## src/rtl/ple_pkg.sv

```systemverilog
// ple_pkg: shared types and constants for the positional list engine.
// No dependencies.
package ple_pkg;

  localparam int PLE_CAPACITY = 256;
  localparam int DATA_W       = 32;
  localparam int POS_W        = 9;

  typedef enum logic [1:0] {
    OP_GET    = 2'd0,
    OP_LOCATE = 2'd1,
    OP_INSERT = 2'd2,
    OP_DELETE = 2'd3
  } op_t;

  typedef struct packed {
    logic              done;
    logic              ok;
    logic [DATA_W-1:0] read_value;
    logic [POS_W-1:0]  found_position;
    logic [POS_W-1:0]  list_count;
    logic              is_empty;
  } res_t;

endpackage

```

## src/rtl/ple_ctrl.sv

```systemverilog
// ple_ctrl: sequencer for get, locate, insert and delete; walks the store one entry a cycle.
// Depends on ple_pkg; drives the ports of ple_mem.
module ple_ctrl import ple_pkg::*; #(
  parameter  int CAPACITY = PLE_CAPACITY,
  localparam int AW = (CAPACITY > 1) ? $clog2(CAPACITY) : 1,
  localparam int CW = $clog2(CAPACITY + 1)
) (
  input  logic              clk,
  input  logic              rst,
  input  logic              start,
  input  logic [1:0]        req_type,
  input  logic [POS_W-1:0]  position,
  input  logic [DATA_W-1:0] item_value,
  output logic              busy,
  output res_t              res,
  output logic              wr_en,
  output logic [AW-1:0]     wr_addr,
  output logic [DATA_W-1:0] wr_data,
  output logic              rd_en,
  output logic [AW-1:0]     rd_addr,
  input  logic [DATA_W-1:0] rd_data
);

  localparam int CMPW = (CW > POS_W) ? CW : POS_W;

  typedef enum logic [2:0] {
    S_IDLE, S_GET, S_LOC, S_INS, S_PUT, S_DEL0, S_DEL
  } state_t;

  state_t            state;
  logic [AW-1:0]     idx;
  logic [AW-1:0]     at;
  logic [DATA_W-1:0] val_r;
  logic [CW-1:0]     count;
  logic              done;
  logic              ok_r;
  logic [DATA_W-1:0] rv_r;
  logic [POS_W-1:0]  fp_r;

  logic              in_range;
  logic              has_room;
  logic [AW-1:0]     at_in;
  logic [AW-1:0]     last;
  logic [AW-1:0]     idx_inc;
  logic [AW-1:0]     idx_dec;
  logic              idx_is_last;
  logic              match;
  op_t               op_in;

  assign op_in       = op_t'(req_type);
  assign in_range    = (position != '0) && (CMPW'(position) <= CMPW'(count));
  assign has_room    = count < CW'(CAPACITY);
  assign at_in       = AW'(position - POS_W'(1));
  assign last        = AW'(count - CW'(1));
  assign idx_inc     = idx + AW'(1);
  assign idx_dec     = idx - AW'(1);
  assign idx_is_last = (CW'(idx) + CW'(1)) == count;
  assign match       = rd_data == val_r;
  assign busy        = state != S_IDLE;

  assign res.done           = done;
  assign res.ok             = ok_r;
  assign res.read_value     = rv_r;
  assign res.found_position = fp_r;
  assign res.list_count     = POS_W'(count);
  assign res.is_empty       = count == '0;

  // memory requests
  always_comb begin
    rd_en   = 1'b0;
    rd_addr = idx_inc;
    wr_en   = 1'b0;
    wr_addr = idx;
    wr_data = rd_data;
    unique case (state)
      S_IDLE: begin
        if (start) begin
          unique case (op_in)
            OP_GET: begin
              rd_en   = in_range;
              rd_addr = at_in;
            end
            OP_LOCATE: begin
              rd_en   = count != '0;
              rd_addr = '0;
            end
            OP_INSERT: begin
              if (has_room && position == '0) begin
                wr_en   = 1'b1;
                wr_addr = AW'(count);
                wr_data = item_value;
              end else begin
                rd_en   = has_room && in_range;
                rd_addr = last;
              end
            end
            OP_DELETE: begin
              rd_en   = in_range;
              rd_addr = at_in;
            end
          endcase
        end
      end
      S_LOC: begin
        rd_en = !match && !idx_is_last;
      end
      S_INS: begin
        wr_en   = 1'b1;
        wr_addr = idx_inc;
        rd_en   = idx != at;
        rd_addr = idx_dec;
      end
      S_PUT: begin
        wr_en   = 1'b1;
        wr_data = val_r;
      end
      S_DEL0: begin
        rd_en = !idx_is_last;
      end
      S_DEL: begin
        wr_en   = 1'b1;
        wr_addr = idx_dec;
        rd_en   = !idx_is_last;
      end
      default: begin
      end
    endcase
  end

  always_ff @(posedge clk) begin
    if (rst) begin
      state <= S_IDLE;
      count <= '0;
      done  <= 1'b0;
    end else begin
      done <= 1'b0;
      unique case (state)
        S_IDLE: begin
          if (start) begin
            val_r <= item_value;
            ok_r  <= 1'b0;
            rv_r  <= '0;
            fp_r  <= '0;
            unique case (op_in)
              OP_GET: begin
                if (in_range) state <= S_GET;
                else          done  <= 1'b1;
              end
              OP_LOCATE: begin
                if (count != '0) begin
                  idx   <= '0;
                  state <= S_LOC;
                end else begin
                  done <= 1'b1;
                end
              end
              OP_INSERT: begin
                if (has_room && position == '0) begin
                  count <= count + CW'(1);
                  ok_r  <= 1'b1;
                  done  <= 1'b1;
                end else if (has_room && in_range) begin
                  idx   <= last;
                  at    <= at_in;
                  state <= S_INS;
                end else begin
                  done <= 1'b1;
                end
              end
              OP_DELETE: begin
                if (in_range) begin
                  idx   <= at_in;
                  state <= S_DEL0;
                end else begin
                  done <= 1'b1;
                end
              end
            endcase
          end
        end
        S_GET: begin
          rv_r  <= rd_data;
          ok_r  <= 1'b1;
          done  <= 1'b1;
          state <= S_IDLE;
        end
        S_LOC: begin
          if (match) begin
            ok_r  <= 1'b1;
            fp_r  <= POS_W'(CW'(idx) + CW'(1));
            done  <= 1'b1;
            state <= S_IDLE;
          end else if (idx_is_last) begin
            done  <= 1'b1;
            state <= S_IDLE;
          end else begin
            idx <= idx_inc;
          end
        end
        S_INS: begin
          if (idx == at) state <= S_PUT;
          else           idx   <= idx_dec;
        end
        S_PUT: begin
          count <= count + CW'(1);
          ok_r  <= 1'b1;
          done  <= 1'b1;
          state <= S_IDLE;
        end
        S_DEL0, S_DEL: begin
          if (state == S_DEL0) rv_r <= rd_data;
          if (idx_is_last) begin
            count <= count - CW'(1);
            ok_r  <= 1'b1;
            done  <= 1'b1;
            state <= S_IDLE;
          end else begin
            idx   <= idx_inc;
            state <= S_DEL;
          end
        end
        default: state <= S_IDLE;
      endcase
    end
  end

endmodule

```

## config.mk

```make
export PLATFORM = sky130hd
export DESIGN_NAME = ple_ctrl
export DESIGN_NICKNAME = d
export VERILOG_FILES = /design/src/rtl/ple_pkg.sv /design/src/rtl/ple_ctrl.sv
export SDC_FILE = /design/constraint.sdc
export NUM_CORES = 1
export LEC_CHECK = 0
export ABC_CLOCK_PERIOD_IN_PS = 4090
export BUFFER_PORTS_ARGS = -buffer_cell sky130_fd_sc_hd__buf_2
export CAP_MARGIN = 20
export CORE_AREA = 3 3 119 121
export DETAILED_ROUTE_END_ITERATION = 12
export DIE_AREA = 0 0 122 124
export PLACE_DENSITY = 0.8
export SLEW_MARGIN = 10
export SYNTH_ARGS = -nofsm -noshare
export SYNTH_HDL_FRONTEND = slang
export SYNTH_SLANG_ARGS = --single-unit
```

## constraint.sdc

```tcl
create_clock -name clk -period 4.09 [get_ports clk]
set_input_delay 0 -clock clk [delete_from_list [all_inputs] [get_ports clk]]
set_output_delay 0 -clock clk [all_outputs]
set_load 0.02 [all_outputs]
```

**Word-level counts from Yosys, hierarchy flattened**

Index checks and enable logic that the tools add are counted.

- Register bits after elaboration: 103
- Bits in latches: 0
- Memory bits (writable): 0
- Bits in read-only memories: 0
- Output and inout port bits: 104
- Logic and storage cells: 144
- Memories kept: 0

- Add/subtract/negate cells: 6
- Multipliers: 0
- Divide/modulo/power cells: 0
- Order comparisons: 2
- Eq/ne operators: 29
- Shift operators: 0
- Multiplexer cells: 66
- Bitwise operators: 2
- Reduce and logical (&&, ||, !) cells: 30

Operators with widths:

| cell | count |
|---|---|
| 32-bit two-way mux | 5 |
| 8-bit two-way mux | 13 |
| 32-bit case mux with 3 select lines | 1 |
| 8-bit case mux with 3 select lines | 3 |
| 32-bit case mux with 2 select lines | 1 |
| 9-bit two-way mux | 6 |
| 32-bit == test | 1 |
| 8-bit case mux with 4 select lines | 1 |
| 3-bit two-way mux | 10 |
| 9-bit case mux with 3 select lines | 1 |
| 3-bit case mux with 4 select lines | 2 |
| 9-bit logical NOT | 2 |
| 3-bit inequality test (second input constant) | 6 |
| 9-bit case mux with 2 select lines | 1 |
| 9-bit nonzero test | 2 |
| 8-bit case mux with 2 select lines | 1 |
| 8-bit by 1-bit subtractor with 8-bit output (second input constant) | 2 |
| 1-bit two-way mux | 15 |
| 2-bit inequality test (second input constant) | 6 |
| 1-bit case mux with 4 select lines | 3 |
| 10-bit AND reduction | 1 |
| 5-bit AND reduction | 2 |
| 8-bit by 1-bit adder with 9-bit output (second input constant) | 1 |
| 9-bit by 1-bit adder with 9-bit output (second input constant) | 1 |
| other kinds (30) | 48 |

**Longest topological paths before layout**

- Depth after elaboration: 8
- Mapped depth: 13
- Gate-level depth less buffers: 9

**Worst setup path after synthesis**

Ideal clock, no wire load.

- Path kind: register to register
- Start point: register state[0]
- End point: register at[0], enable pin
- Library setup time: 0.333 ns
- Arrival: 3.162 ns
- Path slack: 0.595 ns
- Stages on the path, launching flop included: 8
- Path buffers: 2
- Clock period less this slack: 3.495 ns
- Cell sequence: dfxtp_1 buf_2 or2_2 clkbuf_1 nor2_2 nand2_1 nor2_1 and3_1

- Longest elaborated chain between the ends: 2

Ends and longest elaborated chain:

| element | line | source |
|---|---|---|
| start: declaration | ple_ctrl.sv:30 | `state_t state;` |
| start signal: assignment | ple_ctrl.sv:132 | `state <= S_IDLE;` |
| start signal: assignment | ple_ctrl.sv:146 | `if (in_range) state <= S_GET;` |
| start signal: assignment | ple_ctrl.sv:152 | `state <= S_LOC;` |
| 3-bit logical NOT | ple_ctrl.sv:137 | `unique case (state)` |
| 6-bit AND reduction (no source line) | - |  |
| end signal: assignment | ple_ctrl.sv:164 | `at <= at_in;` |
| end: declaration | ple_ctrl.sv:32 | `logic [AW-1:0] at;` |

No other way between the ends.
A chain may end at the register's enable or synchronous reset.

**Worst setup path in the final report**

- Start point: register state[0]
- End point: output port wr_data[13]

- Longest elaborated chain between the ends: 2
- Elaborated cells between the ends (all ways): 3
- Classes of those cells: eq/ne (1); mux (1); reduce/logical (1)

Ends and longest elaborated chain:

| element | line | source |
|---|---|---|
| 3-bit == test or 3-bit logical NOT (tied branches) | ple_ctrl.sv:75 | `unique case (state)` |
| 32-bit case mux with 2 select lines * | ple_ctrl.sv:75 |  |
| end: declaration | ple_ctrl.sv:18 | `output logic [DATA_W-1:0] wr_data,` |

Mark *: on every way between the ends. The rest lies on a longest branch, timed or not.

==> metrics.md <==
| Metric | Value |
|---|---|
| P&R area growth vs syn | `27.94%` |
| LEAKAGE | `3.669 nW` |
| Pwr Total | `5.184 mW` |
| Critical path peak fanout | `24` |
| Worst setup path class | `register to primary output` |
| Max-slew violations | `0` |
| Die ar. | `0.01513 mm2` |
| Synth Flop Type | `edfxtp_1` |
| Setup crit end kind | `primary output` |
| Max Buffers Root-to-Sink | `2` |
| Skew final | `0.01527 ns` |
| Setup violations, final | `0` |
| DIE HEIGHT | `124 um` |
| Post-synth net total | `849` |
| Cell area after synthesis | `0.007034 mm2` |
| Placed inst area | `0.008074 mm2` |
| Sequential Area | `0.002963 mm2` |
| Fillers | `998` |
| Skew-Pair Late Insertion Delay | `0.36 ns` |
| Share of cells above drive strength 1 | `23.97%` |
| Remaining Overflow, GRT | `0` |
| Total Neg Setup Slack | `0 ns` |
| CTS sink cnt | `103` |
| Post-Synthesis Cells | `750` |
| Cts bufs inserted | `9` |
| Crit path required time | `4.09 ns` |
| Drt first pass iters | `9` |
| H-tree depth | `3` |
| Number of synthesized flops with an enable pin | `90` |
| Unique masters post-synth | `68` |
| Initial core utilization | `53.33%` |
| Diode count | `0` |
| R2R depth | `9` |
| # Post-CTS Setup Buffers | `0` |
| Type of the tightest min-delay check | `input pin to register` |
| First-pass GRT wire length | `38,450 um` |
| Hpwl dp | `17,370 um` |
| Final hold vios | `0` |
| CTS clk-pin slew, worst paths | `0.07 ns` |
| Type of origin of the critical path | `register` |
| Mean Syn Cell Area | `9.379 um2` |
| IO buf count | `181` |
| ANT nets after route | `0` |
| Min Clock Period, post-route | `3.442 ns` |
| Fin area | `0.009000 mm2` |
| Fmax | `290.5 MHz` |
| Vias/cell | `6.464` |
| Pwr/cell area | `576.0 mW/mm2` |
| CTS tree | `built` |
| Max-slew headroom | `31.65%` |
| Worst Hold Path Cells | `2` |
| Nets@finish | `1,066` |
| Multi-input combinational cell area | `0.003674 mm2` |
| RSZ-0062 raised after global routing | `no` |
| Core Region | `0.01319 mm2` |
| Vias | `7,421` |
| Crit path DAT | `3.44 ns` |
| Routed wire length | `25,670 um` |
| Die X-Extent | `122 um` |
| DR iter-0 viols | `1,319` |
| Vias in the first global route | `6,957` |
| Worst-Margin Slew | `1.023 ns` |
| # IOs | `182` |
| VDD IR max | `0.0003719 V` |
| GPL Wtd Cong | `1.002` |
| Max Cap Viol | `0` |
| Gr usage total | `32.95%` |
| Asr flop ratio synth | `0%` |
| Largest net degree at the start of global routing | `33` |
| Sequential area share after synthesis | `42.12%` |
| Post-cts sizing count | `0` |
| Status | `completed` |
| Initial antenna violation count | `0` |
| Ys Warns | `0` |
| DRC viols | `0` |
| Fin crit share | `84.15%` |
| #FFs+latches synth | `103` |
| DR WL/cell | `22.36 um` |
| Root Buffer | `clkbuf_16` |
| FP Rows | `42` |
## stage by stage
stage / std cells / worst slack (ns) / utilization (%) / hold WS [ns]
2_1_floorplan: 750 / 0.5951 / - / 0.09887
5_1_grt: 1148 / 0.4741 / 68.23 / 0.01501
6_report: 1148 / 0.6481 / 68.23 / 0.01211
3_5_place_dp: 1071 / 1.088 / 61.21 / 0.1969
4_1_cts: 1148 / 0.7075 / 68.23 / 0.0002737
3_3_place_gp: 1071 / 1.050 / 61.21 / 0.1945
## final cells by class
class / count / area share [%]
tap: 176 / 2.447
clock inverter: 7 / 1.001
inverter: 43 / 1.793
sequential: 103 / 32.92
multi-input combinational: 548 / 40.82
timing repair buffer: 262 / 18.52
clock buffer: 9 / 2.502
## flip-flops by register name, indices dropped and copies added, names as in the netlist
| register | count |
|---|---|
| done | 1 |
| idx | 8 |
| rv_r | 32 |
| count | 9 |
| state | 3 |
| at | 8 |
| fp_r | 9 |
| ok_r | 1 |
| val_r | 32 |
## timing repair
action / in CTS / in global routing
endpoints found under the hold margin: 61 / 0
hold buffers: 61 / 0
endpoints found under the setup margin: 0 / 0
## worst max-delay path, cell delays in order, from the launching register on
cell and delay (ns):
dfxtp_1 0.31, or2_2 0.50, nor2_2 0.40, nand2_1 0.30, nor3_4 0.55, buf_4 0.39, a22oi_1 0.13, o21ai_0 0.27
buf_2 0.23
## synthesized netlist by cell type (4+ instances only)
master    count  share of area, %
nor3_1       10              0.71
dfxtp_1      13               3.7
mux2i_1       6              0.85
xor2_1       21               2.6
a211oi_1      6              0.64
ha_1         20               3.6
edfxtp_1     90                38
buf_2        12              0.85
clkbuf_1     34               1.8
nor2b_1       6              0.53
or3_1         4              0.36
and3_1        8              0.71
a21oi_1      33               2.3
nand3_1      15               1.1
and2_1       37               3.3
a22oi_1      39               4.2
nor4_1       11              0.98
o21ai_0      38               2.7
a222oi_1     15               2.1
xnor2_1      52               6.5
nor2_1       46               2.5
o22ai_1      12               1.1
buf_4         5              0.53
nand2_1      77               4.1
o221ai_1     10               1.2
nand4_1      17               1.5
inv_1        42               2.2
a31oi_1       4              0.36
o32ai_1       4              0.50
## path summary, 6_finish.rpt
check	start	slack, ns	to
setup / recovery	state[0]	0.65	wr_data[13]
hold / removal	rd_data[5]	0.01	rv_r[5]
setup reg to reg	idx[1]	1.02	count[8]
hold reg to reg	count[8]	0.60	count[8]
## metal layers
metal | track usage [%] | wire (um)
met3 | 7.584 | 3410
met1 | 42.39 | 9084
met5 | 0 | 0
met2 | 52.97 | 12030
met4 | 15.48 | 1144
## report_power, final
group	internal, mW	total (mW)	switching (mW)
Sequential	1.36	1.53	0.174
Combinational	0.916	2.74	1.82
Clock	0.488	0.915	0.427
Total	2.76	5.18	2.42
## cell families (layout without fill, tap and decap cells)
group | count (synthesis) | in the layout | share of synthesized area (%)
and+or+nand+nor | 252 | 252 | 18.11
AOI/OAI and AO/OA | 192 | 192 | 19.21
DFF | 103 | 103 | 42.12
buffers and inverters | 99 | 321 | 5.976
xor gates and xnor gates | 74 | 74 | 9.410
adders and majority gates | 21 | 21 | 3.842
muxes | 9 | 9 | 1.334
## cell usage in the layout, fill, tap and decap left out, types with 10 or more instances in the layout
| master | netlist | routed |
|---|---|---|
| o221ai_1 | 10 | 10 |
| nor4_1 | 11 | 11 |
| inv_1 | 42 | 42 |
| dfxtp_1 | 13 | 13 |
| nand2_1 | 77 | 77 |
| o22ai_1 | 12 | 12 |
| a222oi_1 | 15 | 15 |
| o21ai_0 | 38 | 38 |
| and2_1 | 37 | 37 |
| edfxtp_1 | 90 | 90 |
| xnor2_1 | 52 | 52 |
| nand3_1 | 15 | 15 |
| buf_2 | 12 | 181 |
| buf_4 | 5 | 20 |
| a21oi_1 | 33 | 33 |
| nor2_1 | 46 | 45 |
| ha_1 | 20 | 20 |
| xor2_1 | 21 | 21 |
| nand4_1 | 17 | 17 |
| dlygate4sd3_1 | 0 | 61 |
| a22oi_1 | 39 | 39 |
No activity file was read; power rests on OpenSTA's default activity.
